`src/design/hat_pkg.sv`:
```
// Shared types and constants of the host address table.
// Used by the controller, the datapath, the top level and the port checker.
package hat_pkg;

    // Field widths of one request and one result.
    localparam int CMD_W  = 2;
    localparam int KEY_W  = 32;
    localparam int ID_W   = 32;
    localparam int SEC_W  = 32;
    localparam int USEC_W = 20;
    localparam int STAT_W = 2;

    // Stream payload widths, padded to whole bytes.
    localparam int S_TDATA_W = 120;
    localparam int M_TDATA_W = 88;

    // Command codes.
    localparam logic [CMD_W-1:0] CMD_LOOKUP_INSERT = 2'd0;
    localparam logic [CMD_W-1:0] CMD_POPULATE      = 2'd1;
    localparam logic [CMD_W-1:0] CMD_LOOKUP        = 2'd2;

    // Result status codes.
    localparam logic [STAT_W-1:0] STAT_HIT      = 2'd0;
    localparam logic [STAT_W-1:0] STAT_INSERTED = 2'd1;
    localparam logic [STAT_W-1:0] STAT_MISS     = 2'd2;
    localparam logic [STAT_W-1:0] STAT_FULL     = 2'd3;

    // Hash: Horner sum over the four address bytes with multiplier 13.
    // The largest sum is 255 * (2197 + 169 + 13 + 1), which fits in 20 bits.
    localparam int HASH_ACC_W = 20;
    localparam int HASH_MULT  = 13;
    localparam int ADDR_BYTES = 4;
    // Fraction bits of the reciprocal used for the bucket reduction.
    localparam int RECIP_SHIFT = 21;

    // One stored way of a bucket.
    typedef struct packed {
        logic [KEY_W-1:0]  key;
        logic [ID_W-1:0]   ident;
        logic [SEC_W-1:0]  sec;
        logic [USEC_W-1:0] usec;
    } way_t;

    // Controller to datapath commands.
    typedef struct packed {
        logic clear_en;
        logic item_load;
        logic hash_en;
        logic quot_en;
        logic prod_en;
        logic read_en;
        logic commit_en;
    } ctrl_cmd_t;

    // Datapath to controller status.
    typedef struct packed {
        logic clear_last;
        logic out_free;
    } dp_status_t;

endpackage

```
`src/design/hat_ctrl.sv`:
```
// Sequencer of the host address table: clearing pass, hash steps, bucket
// read and commit. Depends on hat_pkg for the command and status structs.
module hat_ctrl
    import hat_pkg::*;
(
    input  logic       aclk,
    input  logic       aresetn,
    input  logic       s_tvalid,
    output logic       s_tready,
    input  dp_status_t dp_status,
    output ctrl_cmd_t  dp_cmd
);

    typedef enum logic [6:0] {
        ST_CLEAR  = 7'b0000001,
        ST_IDLE   = 7'b0000010,
        ST_HASH   = 7'b0000100,
        ST_QUOT   = 7'b0001000,
        ST_PROD   = 7'b0010000,
        ST_READ   = 7'b0100000,
        ST_COMMIT = 7'b1000000
    } state_t;

    state_t state_reg;
    state_t state_next;

    always_ff @(posedge aclk) begin
        if (!aresetn) begin
            state_reg <= ST_CLEAR;
        end else begin
            state_reg <= state_next;
        end
    end

    always_comb begin
        state_next = state_reg;
        unique case (state_reg)
            ST_CLEAR: begin
                if (dp_status.clear_last) state_next = ST_IDLE;
            end
            ST_IDLE: begin
                if (s_tvalid) state_next = ST_HASH;
            end
            ST_HASH:  state_next = ST_QUOT;
            ST_QUOT:  state_next = ST_PROD;
            ST_PROD:  state_next = ST_READ;
            ST_READ:  state_next = ST_COMMIT;
            ST_COMMIT: begin
                // The result register must be free before the bucket is updated.
                if (dp_status.out_free) state_next = ST_IDLE;
            end
            default:  state_next = ST_CLEAR;
        endcase
    end

    assign s_tready = (state_reg == ST_IDLE);

    always_comb begin
        dp_cmd           = '0;
        dp_cmd.clear_en  = (state_reg == ST_CLEAR);
        dp_cmd.item_load = (state_reg == ST_IDLE) && s_tvalid;
        dp_cmd.hash_en   = (state_reg == ST_HASH);
        dp_cmd.quot_en   = (state_reg == ST_QUOT);
        dp_cmd.prod_en   = (state_reg == ST_PROD);
        dp_cmd.read_en   = (state_reg == ST_READ);
        dp_cmd.commit_en = (state_reg == ST_COMMIT) && dp_status.out_free;
    end

endmodule

```
`config.mk`:
```
export PLATFORM = sky130hd
export DESIGN_NAME = hat_ctrl
export DESIGN_NICKNAME = d
export VERILOG_FILES = /design/src/design/hat_pkg.sv /design/src/design/hat_ctrl.sv
export SDC_FILE = /design/constraint.sdc
export NUM_CORES = 1
export LEC_CHECK = 0
export BUFFER_PORTS_ARGS = -buffer_cell sky130_fd_sc_hd__buf_2
export CORE_AREA = 3 3 40 42
export CTS_CLUSTER_SIZE = 30
export DETAILED_ROUTE_END_ITERATION = 10
export DIE_AREA = 0 0 43 45
export SLEW_MARGIN = 20
export SYNTH_ARGS = -nofsm -noshare
export SYNTH_HDL_FRONTEND = slang
export SYNTH_SLANG_ARGS = --single-unit
```
`constraint.sdc`:
```
create_clock -name aclk -period 3.15 [get_ports aclk]
set_input_delay 0.315 -clock aclk [delete_from_list [all_inputs] [get_ports aclk]]
set_output_delay 0.315 -clock aclk [all_outputs]
set_load 0.05 [all_outputs]
```
* Word level (Yosys, flattened, before mapping)
Cells that the tools add are included.
Storage, ports and cells: flip-flop bits (word level) 7, bits in latches 0, RAM bits 0, memory bits (read-only) 0, memories 0
Operators by class: add/sub/neg operators 0, multiply operators 0, div/mod/pow operators 0, order comparisons 0, equality and inequality tests 10, shift-type cells 0, multiplexer cells 4, bitwise logic cells 0, reduce and logical (&&, ||, !) cells 3
Operators with widths (count):
- $pmux W7 S7 | 1
- $mux W7 | 3
- $eq A7 B1 Y1 const B | 1
- $eq A7 B2 Y1 const B | 1
- $eq A7 B3 Y1 const B | 1
- $eq A7 B4 Y1 const B | 1
- $eq A7 B5 Y1 const B | 1
- $eq A7 B6 Y1 const B | 1
- $eq A7 B7 Y1 const B | 1
- $ne A2 B2 Y1 const B | 3
- $reduce_and A3 Y1 | 1
- $logic_and A1 B1 Y1 | 2

* Logic depth before layout (Yosys ltp)
depth after elaboration 3, depth in mapped cells 5, gate-level depth less buffers 4

* Worst setup path before layout
Ideal clock, no wire load.
path kind register to output, start reg state_reg[2], end out dp_cmd[0] (netlist name), data arrival time 2.428 ns, data required time 2.835 ns, slack 0.407 ns, stages on the path, launching flop included 3, cell sequence dfxtp_1 or4_4 nor4_1
RTL lines:
- start, declared | RTL line hat_ctrl.sv:24 | state_t state_reg;
- start signal, assigned | RTL line hat_ctrl.sv:31 | state_reg <= state_next;
- end, declared | RTL line hat_ctrl.sv:11 | output ctrl_cmd_t dp_cmd

==> flow_summary.yaml <==
critical_path:
  r2r_setup_slack_ns: 1.60
  path_max_fanout: 6
  start_kind: "flop"
  r2r-end: "state_reg[0]"
  cp_slowest_cell: "or4_4"
  cp-endpoint: "dp_cmd[5]"
  path_cells: "or4_4 > nor4_4 > and2_1 > buf_2"
  cp.arrival_ns: 1.82
  worstRegToRegCells: 4
  worstReg2RegStart: "state_reg[2]"
  crit_start: "state_reg[2]"
  end_kind: "output pin"
  worst-path-buf-inv: 1
  crit_path_max_incr_delay_ns: 0.60
  worst_ep_required_time_ns: 2.83
  crit_family: "simple AND/OR/NAND/NOR gates"
  cp_num_cells: 4
  critical_path_class: "reg -> out"
cts:
  post_cts_resized: 0
  clock_path_buffers: 2
  cts_tree: "done"
  postCtsSetupRepairBufs: 0
  hold_buffers: 0
  cts_buffers: 3
  path_clk_slew_ns: 0.05
  root_buffer: "clkbuf_4"
  clk-insertion-delay-late_ns: 0.25
  cts_max_level: 1
  cts_sinks: 7
routing:
  vias_per_cell: 5.062
  wl_um: 910
  postRouteAntennaNets: 0
  drtPass1Iterations: 4
  dr_total_vias: 410
  drc: 0
  post_drt_wl_per_cell_um: 11.23
  drt_iter0_drc: 9
final_layout:
  seqCellArea_um2: 140.1
  n_fill_cell: 133
  final_cells: 81
  design_area_um2: 521.8
  multiInputGateArea_um2: 269.0
  syn_to_final_growth_pct: 20.87
  fin_nets: 72
  largest_reg_flops: 7
  drive_above_1_share_pct: 27.27
  final_util_pct: 40.60
  antenna_cells: 0
place:
  port_buffers: 12
  dp_hpwl_um: 714.1
  routabilityCongestion: 0.8533
  placedCellCount: 77
  placed_area_um2: 495.5
  pre_cts_ws_ns: 1.284
yosys:
  yosysWarnings: 0
  synthCells: 53
  ys.flop_type: "dfxtp_1"
  syn_avg_cell_area_um2: 8.145
  synth_top_area_cell: "dfxtp_1"
  yosys-top-cells-area: "dfxtp_1, and2_1, nor2_1"
  synth_edf_count: 0
  synth_nets: 58
  yosysTopAreaCellShare_pct: 32.46
  ys_top_cells_by_count: "dfxtp_1, nor2_1, and2_1, nand2_1, nor3_1"
  synth-seq-area-share_pct: 32.46
  yosysMostFrequentCell: "dfxtp_1"
  ys_ff_latch: 7
  syn_area_um2: 431.7
  ys_types: 26
  async_reset_ff_share_pct: 0
pwr:
  ir_worst_vdd_v: 0.0002727
  powerDensity_mw_per_mm2: 806.7
  p_leak_nw: 0.2240
  p_total_mw: 0.4209
worst_hold_path:
  min_path_type: "in -> reg"
sta:
  fin_skew_ns: 0.001347
  final.setup.tns_ns: 0
  rsz0062_at_grt: "no"
  finalWorstPathRequiredPeriod_ns: 2.131
  setup_slack_ns: 1.019
  slew_headroom_pct: 68.62
  hold_violations: 0
  finalSetupViolCount: 0
  fin_crit_sh_pct: 67.66
  timing.hold.ws_ns: 0.3388
  drv_slew: 0
  fmax_mhz: 469.2
  tightestPinTransition_ns: 0.4664
die:
  num_rows: 13
  dieHeight_um: 45
  coreArea_mm2: 0.001285
  dieWidth_um: 43
  initial_utilization_pct: 33.59
  die_area_mm2: 0.001935
  io_pins: 13
status:
  status: "finished, final reports clean"
global_routing:
  gr-total-overflow: 0
  track_usage_pct: 11.77
  antenna_found_initial: 0
  grt_start_max_net_pins: 9
  grt_pass1_vias: 377
  grt_pass1_wl_um: 1593
run:
  cap_violations: 0
[how the worst min path moves through the flow]
stage | from | endpoint | slack (ns) | cells past startpoint
6_report | s_tvalid | state_reg[2] | 0.34 | 2
4_1_cts | s_tvalid | state_reg[2] | 0.33 | 2
5_1_grt | s_tvalid | state_reg[2] | 0.35 | 2
3_3_place_gp | state_reg[5] | state_reg[6] | 0.59 | 2
3_5_place_dp | s_tvalid | state_reg[2] | 0.59 | 2
2_1_floorplan | aresetn | state_reg[6] | 0.44 | 2
[routing by layer]
metal / global-route usage [%] / vias to the layer above / part of all wire [%]
met4: 6.024 / 0 / 0.88
li1: - / 217 / -
met2: 19.16 / 12 / 50
met1: 11.65 / 178 / 40
met3: 7.570 / 3 / 8.9
met5: 0 / - / 0
[final cells by class]
class / instances / area share, %
Inverter: 2 / 1.439
Multi-Input combinational cell: 41 / 51.56
Timing Repair Buffer: 12 / 11.51
Tap cell: 15 / 3.597
Sequential cell: 7 / 26.86
Clock buffer: 4 / 5.036
[cells by family after synthesis]
kind of cell | synth area share [%]
AND/OR/NAND/NOR | 44.34
AO/OA/AOI/OAI | 15.95
flip-flops | 32.46
buffers and inverters | 5.219
XOR/XNOR | 2.029
[layout by cell type, fill, tap and decap left out, types with 2 or more instances in the layout]
cell type	netlist	final
a21oi_1	2	2
and2_1	4	4
buf_2	0	12
clkbuf_4	0	3
dfxtp_1	7	7
inv_1	2	2
nand2_1	4	4
nand2b_1	2	2
nor2_1	6	6
nor3_1	4	4
nor3b_1	2	2
nor4_1	2	2
o21ai_0	2	2
[power breakdown]
part	internal (mW)	total [mW]	switching, mW	leakage (nW)
combinational	0.0658	0.195	0.129	0.152
clock	0.0482	0.0798	0.0316	0.0150
sequential	0.106	0.146	0.0395	0.0570
total	0.220	0.421	0.200	0.224
(Power assumes the default switching activity.)
